--- config.mk ---
export PLATFORM = sky130hd
export DESIGN_NAME = palette_hash_id_core
export DESIGN_NICKNAME = d
export VERILOG_FILES = /design/src/rtl/phid_pkg.sv /design/src/rtl/phid_csr.sv /design/src/rtl/phid_hash.sv /design/src/rtl/phid_out.sv /design/src/rtl/palette_hash_id_core.sv
export SDC_FILE = /design/constraint.sdc
export NUM_CORES = 1
export LEC_CHECK = 0
export ABC_AREA = 0
export CORE_MARGIN = 5
export CORE_UTILIZATION = 64
export DETAILED_ROUTE_END_ITERATION = 10
export DONT_BUFFER_PORTS = 1
export PLACE_DENSITY = 0.8
export SLEW_MARGIN = 20
export SYNTH_ARGS = -nofsm -noshare
export SYNTH_HDL_FRONTEND = slang
export SYNTH_HIERARCHICAL = 1
export SYNTH_SLANG_ARGS = --single-unit
--- constraint.sdc ---
create_clock -name clock -period 6.35 [get_ports clock]
set_input_delay 0 -clock clock [delete_from_list [all_inputs] [get_ports clock]]
set_output_delay 0 -clock clock [all_outputs]
set_load 0.01 [all_outputs]
--- src/rtl/phid_pkg.sv ---
// Package for the palette hash ID block: payload and config types, ID byte packing.
package phid_pkg;

   localparam int PalEntries = 256;
   localparam int CsrIndexWidth = 3;
   localparam int CsrDataWidth = 8;
   localparam int HashShift = 11;

   localparam logic [CsrIndexWidth-1:0] CsrBitsPerPixel    = 3'd0;
   localparam logic [CsrIndexWidth-1:0] CsrPaletteBits     = 3'd1;
   localparam logic [CsrIndexWidth-1:0] CsrTransparentOn   = 3'd2;
   localparam logic [CsrIndexWidth-1:0] CsrFixupOn         = 3'd3;
   localparam logic [CsrIndexWidth-1:0] CsrTransparentColor = 3'd4;

   localparam logic [23:0] BlackFix = 24'h040404;

   typedef struct packed {
      logic [31:0] entry_word;
      logic        last_entry;
   } phid_req_type;

   typedef struct packed {
      logic        status;
      logic [7:0]  mode_byte;
      logic [39:0] hash_code;
      logic [7:0]  trans_byte;
   } phid_rsp_type;

   typedef struct packed {
      logic [3:0] bits_per_pixel;
      logic [3:0] palette_bits;
      logic       transparent_on;
      logic       fixup_on;
      logic [7:0] transparent_color;
   } phid_cfg_type;

   typedef struct packed {
      logic        status;
      logic [31:0] hash;
   } phid_done_type;

   function automatic logic [7:0] id_low7(input logic [7:0] v);
      id_low7 = {1'b0, v[6:1], 1'b1};
   endfunction

   function automatic logic [39:0] build_hash_code(input logic [31:0] h);
      logic [7:0] b5;
      b5 = {h[7], 3'b000, h[24], h[16], h[8], h[0]};
      build_hash_code = {b5, id_low7(h[31:24]), id_low7(h[23:16]),
                         id_low7(h[15:8]), id_low7(h[7:0])};
   endfunction

endpackage

--- src/rtl/phid_csr.sv ---
// Configuration registers of the palette hash ID block.
module phid_csr (
   input  logic                                clock,
   input  logic                                reset,
   input  logic                                csr_valid,
   output logic                                csr_ready,
   input  logic [phid_pkg::CsrIndexWidth-1:0]  csr_index,
   input  logic [phid_pkg::CsrDataWidth-1:0]   csr_data,
   output phid_pkg::phid_cfg_type              cfg
);

   phid_pkg::phid_cfg_type cfg_ff, cfg_in;

   assign csr_ready = 1'b1;
   assign cfg = cfg_ff;

   always_comb begin
      cfg_in = cfg_ff;
      if (csr_valid) begin
         case (csr_index)
            phid_pkg::CsrBitsPerPixel:     cfg_in.bits_per_pixel = csr_data[3:0];
            phid_pkg::CsrPaletteBits:      cfg_in.palette_bits = csr_data[3:0];
            phid_pkg::CsrTransparentOn:    cfg_in.transparent_on = csr_data[0];
            phid_pkg::CsrFixupOn:          cfg_in.fixup_on = csr_data[0];
            phid_pkg::CsrTransparentColor: cfg_in.transparent_color = csr_data;
            default: ;
         endcase
      end
   end

   always_ff @(posedge clock) begin
      if (reset) begin
         cfg_ff.bits_per_pixel <= 4'd8;
         cfg_ff.palette_bits <= 4'd8;
         cfg_ff.transparent_on <= 1'b0;
         cfg_ff.fixup_on <= 1'b0;
         cfg_ff.transparent_color <= 8'd0;
      end else begin
         cfg_ff <= cfg_in;
      end
   end

endmodule

--- src/rtl/phid_hash.sv ---
// Input register, entry masking and fixup, and running hash of the palette hash ID block.
module phid_hash (
   input  logic                    clock,
   input  logic                    reset,
   input  phid_pkg::phid_cfg_type  cfg,
   input  logic                    req_valid,
   output logic                    req_ready,
   input  phid_pkg::phid_req_type  req_data,
   input  logic                    out_free,
   output logic                    done_load,
   output phid_pkg::phid_done_type done
);

   logic                   s1_valid_ff, s1_valid_in;
   phid_pkg::phid_req_type s1_data_ff;
   logic [31:0]            hash_ff, hash_in;
   logic [7:0]             index_ff, index_in;
   logic                   s1_move;
   logic [3:0]             count_bits;
   logic [8:0]             valid_count;
   logic [31:0]            entry;
   logic [31:0]            hash_sum;
   logic                   bad;

   assign s1_move = s1_valid_ff && (!s1_data_ff.last_entry || out_free);
   assign req_ready = !s1_valid_ff || s1_move;
   assign s1_valid_in = (req_valid && req_ready) || (s1_valid_ff && !s1_move);

   always_comb begin
      count_bits = (cfg.palette_bits > 4'd8) ? 4'd8 : cfg.palette_bits;
      valid_count = 9'd1 << count_bits;
      entry = s1_data_ff.entry_word;
      if ({1'b0, index_ff} >= valid_count ||
          32'(index_ff) >= 32'(phid_pkg::PalEntries)) begin
         entry = 32'd0;
      end
      if (cfg.fixup_on && cfg.transparent_on) begin
         if (index_ff == cfg.transparent_color) begin
            entry = {entry[31:24], 24'd0};
         end else if (entry[23:0] == 24'd0) begin
            entry = {entry[31:24], phid_pkg::BlackFix};
         end
      end
      hash_sum = hash_ff + (hash_ff >> phid_pkg::HashShift) + entry;
      bad = (cfg.palette_bits == 4'd0) || (cfg.palette_bits > 4'd8) ||
            (cfg.palette_bits > cfg.bits_per_pixel);
      hash_in = hash_ff;
      index_in = index_ff;
      if (s1_move) begin
         if (s1_data_ff.last_entry) begin
            hash_in = 32'd0;
            index_in = 8'd0;
         end else begin
            hash_in = hash_sum;
            index_in = index_ff + 8'd1;
         end
      end
   end

   assign done_load = s1_move && s1_data_ff.last_entry;
   assign done.status = bad;
   assign done.hash = hash_sum;

   always_ff @(posedge clock) begin
      if (reset) begin
         s1_valid_ff <= 1'b0;
         hash_ff <= 32'd0;
         index_ff <= 8'd0;
      end else begin
         s1_valid_ff <= s1_valid_in;
         hash_ff <= hash_in;
         index_ff <= index_in;
      end
   end

   always_ff @(posedge clock) begin
      if (req_valid && req_ready) begin
         s1_data_ff <= req_data;
      end
   end

endmodule

--- src/rtl/phid_out.sv ---
// Result register of the palette hash ID block: packs the seven-byte ID.
module phid_out (
   input  logic                    clock,
   input  logic                    reset,
   input  phid_pkg::phid_cfg_type  cfg,
   input  logic                    done_load,
   input  phid_pkg::phid_done_type done,
   output logic                    out_free,
   output logic                    rsp_valid,
   input  logic                    rsp_ready,
   output phid_pkg::phid_rsp_type  rsp_data
);

   logic                   rsp_valid_ff, rsp_valid_in;
   phid_pkg::phid_rsp_type rsp_data_ff, rsp_data_in;

   assign out_free = !rsp_valid_ff || rsp_ready;
   assign rsp_valid_in = done_load || (rsp_valid_ff && !rsp_ready);
   assign rsp_valid = rsp_valid_ff;
   assign rsp_data = rsp_data_ff;

   always_comb begin
      rsp_data_in.status = done.status;
      if (done.status) begin
         rsp_data_in.mode_byte = 8'd0;
         rsp_data_in.hash_code = 40'd0;
         rsp_data_in.trans_byte = 8'd0;
      end else begin
         rsp_data_in.mode_byte = {cfg.transparent_on, 3'b000, cfg.bits_per_pixel};
         rsp_data_in.hash_code = phid_pkg::build_hash_code(done.hash);
         rsp_data_in.trans_byte = cfg.transparent_color;
      end
   end

   always_ff @(posedge clock) begin
      if (reset) begin
         rsp_valid_ff <= 1'b0;
      end else begin
         rsp_valid_ff <= rsp_valid_in;
      end
   end

   always_ff @(posedge clock) begin
      if (done_load) begin
         rsp_data_ff <= rsp_data_in;
      end
   end

endmodule

--- src/rtl/palette_hash_id_core.sv ---
// Top level of the palette hash ID block.
//
//   channel  direction  handshake              payload
//   req      in         req_valid/req_ready    phid_req_type (entry_word, last_entry)
//   rsp      out        rsp_valid/rsp_ready    phid_rsp_type (status, mode, hash, trans)
//   csr      in         csr_valid/csr_ready    csr_index, csr_data
//
// One item per cycle sustained while the result register can take a last entry.
// An entry is held in the input register, where it is masked, fixed up and folded
// into the hash; a last entry then loads the result register, which presents its ID.
// A last entry waits in the input register while the result register is full.
// Sync reset clears hash and entry position, sets default config; csr_ready always high.
module palette_hash_id_core (
   input  logic                                clock,
   input  logic                                reset,
   input  logic                                req_valid,
   output logic                                req_ready,
   input  phid_pkg::phid_req_type              req_data,
   output logic                                rsp_valid,
   input  logic                                rsp_ready,
   output phid_pkg::phid_rsp_type              rsp_data,
   input  logic                                csr_valid,
   output logic                                csr_ready,
   input  logic [phid_pkg::CsrIndexWidth-1:0]  csr_index,
   input  logic [phid_pkg::CsrDataWidth-1:0]   csr_data
);

   phid_pkg::phid_cfg_type  cfg;
   phid_pkg::phid_done_type done;
   logic                    done_load;
   logic                    out_free;

   phid_csr u_csr (
      .clock     (clock),
      .reset     (reset),
      .csr_valid (csr_valid),
      .csr_ready (csr_ready),
      .csr_index (csr_index),
      .csr_data  (csr_data),
      .cfg       (cfg)
   );

   phid_hash u_hash (
      .clock     (clock),
      .reset     (reset),
      .cfg       (cfg),
      .req_valid (req_valid),
      .req_ready (req_ready),
      .req_data  (req_data),
      .out_free  (out_free),
      .done_load (done_load),
      .done      (done)
   );

   phid_out u_out (
      .clock     (clock),
      .reset     (reset),
      .cfg       (cfg),
      .done_load (done_load),
      .done      (done),
      .out_free  (out_free),
      .rsp_valid (rsp_valid),
      .rsp_ready (rsp_ready),
      .rsp_data  (rsp_data)
   );

endmodule

==> results.cfg <==
[floorplanning]
fp.dieArea_um2 = 15100
die_h_um = 123
core_area_um2 = 12600
ioPinCount = 109
rows = 41
die_w_um = 123
start_util = 0.648

[synthesis]
synth_top_cell_by_area = edfxtp_1
synthesis.area_um2 = 8150
synth_area_leaders = edfxtp_1, dfxtp_1, ha_1, fa_1, nor2b_1
synthCells = 791
ys_seq_elements = 137
synth_edf_count = 77
syn_area_per_cell_um2 = 10.3
synth.distinct_cells = 67
synth_ff_type = edfxtp_1
synth_seq_area_share = 0.431
synth_top_area_share = 0.284
yosys_warnings = 6
ys_async_sr_fraction = 0

[sta]
rsz0062_at_grt = no
fmax_ghz = 0.174
finalHoldViolCount = 0
skew_ns = 0.0103
finalCritPeriodShare = 0.907
period_minus_slack_ns = 5.76
finalSetupViolations = 0
max_slew_margin = 0.302
tns_ns = 0
worst_slew_pin_slew_ns = 1.05
slew_viol_final = 0
fin_hold_ws_ns = 0.0337

[global_route]
grt_pass1_vias = 6254
gr-total-overflow = 0
grt_max_degree = 50
grt_usage = 0.298
antenna_found_initial = 0
grt_first_pass_wirelength_mm = 33.6

[worst_setup_path]
reg2regPathDepth = 19
worstReg2RegStart = u_csr/cfg[11]
path_class = flop to flop
crit_path_start = u_csr/cfg[11]
rrSetupSlack_ns = 0.59
worstPathMaxFanout = 21
cp-end-kind = flop
startpoint_type = flop
reg2reg_to = u_out/rsp_data[37]
cp.required_ns = 6.51
critPathArrivalTime_ns = 5.92

[clock_tree]
cts_tree = done
clk_latency_ns = 0.43
cts.path.max_buffers = 2
cts_sinks = 137
clk_pin_slew_worst_paths_ns = 0.06
cts_buffers = 17
htree_levels = 4
root_buffer = clkbuf_16

[run_status]
status = finished clean

[final_layout]
synthToLayoutAreaGrowth_pct = 14.2
final_common_cell = edfxtp_1
fillCellCount = 843
multiInputGateArea_um2 = 4300
drive_gt1_frac = 0.0617
antenna_cells = 0
utilization = 0.740
finalNonFillerCells = 1015
regArea_um2 = 3510
final_cell_mix = edfxtp_1, dfxtp_1, ha_1, dlygate4sd3_1, nor2_1
nets = 955

[route]
drtPass1Iterations = 5
wl_per_cell_um = 21.1
routed_via_density = 6.13
ant_nets = 0
drc = 0
via_count = 6227
wl_mm = 21.4
drt_iter0_markers = 718

[power_and_ir_drop]
vdd_drop_max_v = 0.000247
power.density_nw_per_um2 = 263
cellLeakagePower_nw = 3.85

[min_path]
min_delay_path_depth = 3
min-delay-start = reset
hold_path_end = u_hash/hash_ff[19]
hold_class = input port to flop

[place]
place.port_buffers = 0
post-dp-hpwl_mm = 15.2
place_congestion = 0.972
dpl.cell_count = 931

[run]
maxCapViolations = 0
[worst max path at each step]
stage                               to  cells after the start
floorplan           u_out/rsp_data[37]                     20
global placement    u_out/rsp_data[37]                     19
detailed placement  u_out/rsp_data[37]                     19
CTS                 u_out/rsp_data[37]                     19
global route        u_out/rsp_data[37]                     19
finish              u_out/rsp_data[37]                     19
[sequential cells by signal, summed over array words and instances, names as in the netlist]
register / count
u_out/rsp_valid: 1
u_hash/hash_ff: 32
u_out/rsp_data: 44
u_hash/s1_valid_ff: 1
u_hash/s1_data_ff: 33
u_hash/index_ff: 8
u_csr/cfg: 18
[cells by family after synthesis]
logic type / Yosys count / share of synthesized area
buf+inv: 78 / 0.0458
other cells: 2 / 0.000922
mux: 20 / 0.0246
xor+xnor: 42 / 0.0452
simple gates: 286 / 0.191
compound gates: 151 / 0.126
flops: 137 / 0.431
fa+ha+maj: 75 / 0.135
[critical path, stage by stage (launching register included)]
cell and delay [ns]:
dfxtp_1 0.39, nor4_1 0.41, ha_1 0.30, nand2b_1 0.13, a2111oi_0 0.41, o22a_1 0.24, nor3b_4 0.65, nand2_1 0.17
fa_1 0.50, inv_1 0.04, ha_1 0.24, fa_1 0.43, a211oi_1 0.32, nor2_2 0.12, o211ai_1 0.29, a211oi_1 0.15
o21ai_0 0.30, nand2_1 0.11, xor2_1 0.14, nor2b_1 0.13
[metal layers]
| metal | global-route usage | wire length (um) | up-vias |
|---|---|---|---|
| li1 | - | - | 2878 |
| met1 | 0.399 | 9220 | 3003 |
| met2 | 0.483 | 10100 | 303 |
| met3 | 0.0594 | 1570 | 43 |
| met4 | 0.106 | 536 | 0 |
| met5 | 0 | 0 | - |
[Yosys cell counts (all sizes together), types with 15 or more instances]
cell type  instances
nand2             49
nor2b             45
xnor2             24
dfxtp             60
and2              27
mux2i             20
o21ai             25
xor2              18
a21oi             48
fa                22
buf               28
inv               31
nand4             16
nand2b            30
ha                53
nor2              52
edfxtp            77
nor3              15
clkbuf            19
[stage by stage]
stage                     power (mW)  setup slack (ns)  cell area [um^2]
after floorplan                 1.36              1.48              8180
after global placement          1.44             0.528              8180
after detailed placement        1.45             0.341              8180
after CTS                       2.44             0.293              9300
after global routing            2.56            0.0908              9300
final                           2.45             0.588              9300
[final cells by class]
cell class                      instances  area share
Multi-Input combinational cell        585       0.462
Sequential cell                       137       0.378
Timing Repair Buffer                   59      0.0629
Clock buffer                           17      0.0457
Tap cell                              172      0.0231
Clock inverter                         14      0.0159
Inverter                               31      0.0125
[what timing repair did]
| action | in CTS | in global routing |
|---|---|---|
| hold buffers | 53 | 0 |
| setup buffers | 0 | 0 |
| endpoints found under the hold margin | 76 | 0 |
| resized for setup | 0 | 0 |
[report_power, final]
part	internal [mW]	leakage, nW	total (mW)	switching, mW
sequential	0.993	1.23	1.03	0.0403
combinational	0.175	2.34	0.441	0.266
clock	0.578	0.277	0.976	0.398
Note: power is estimated with default switching activity, not from simulation.
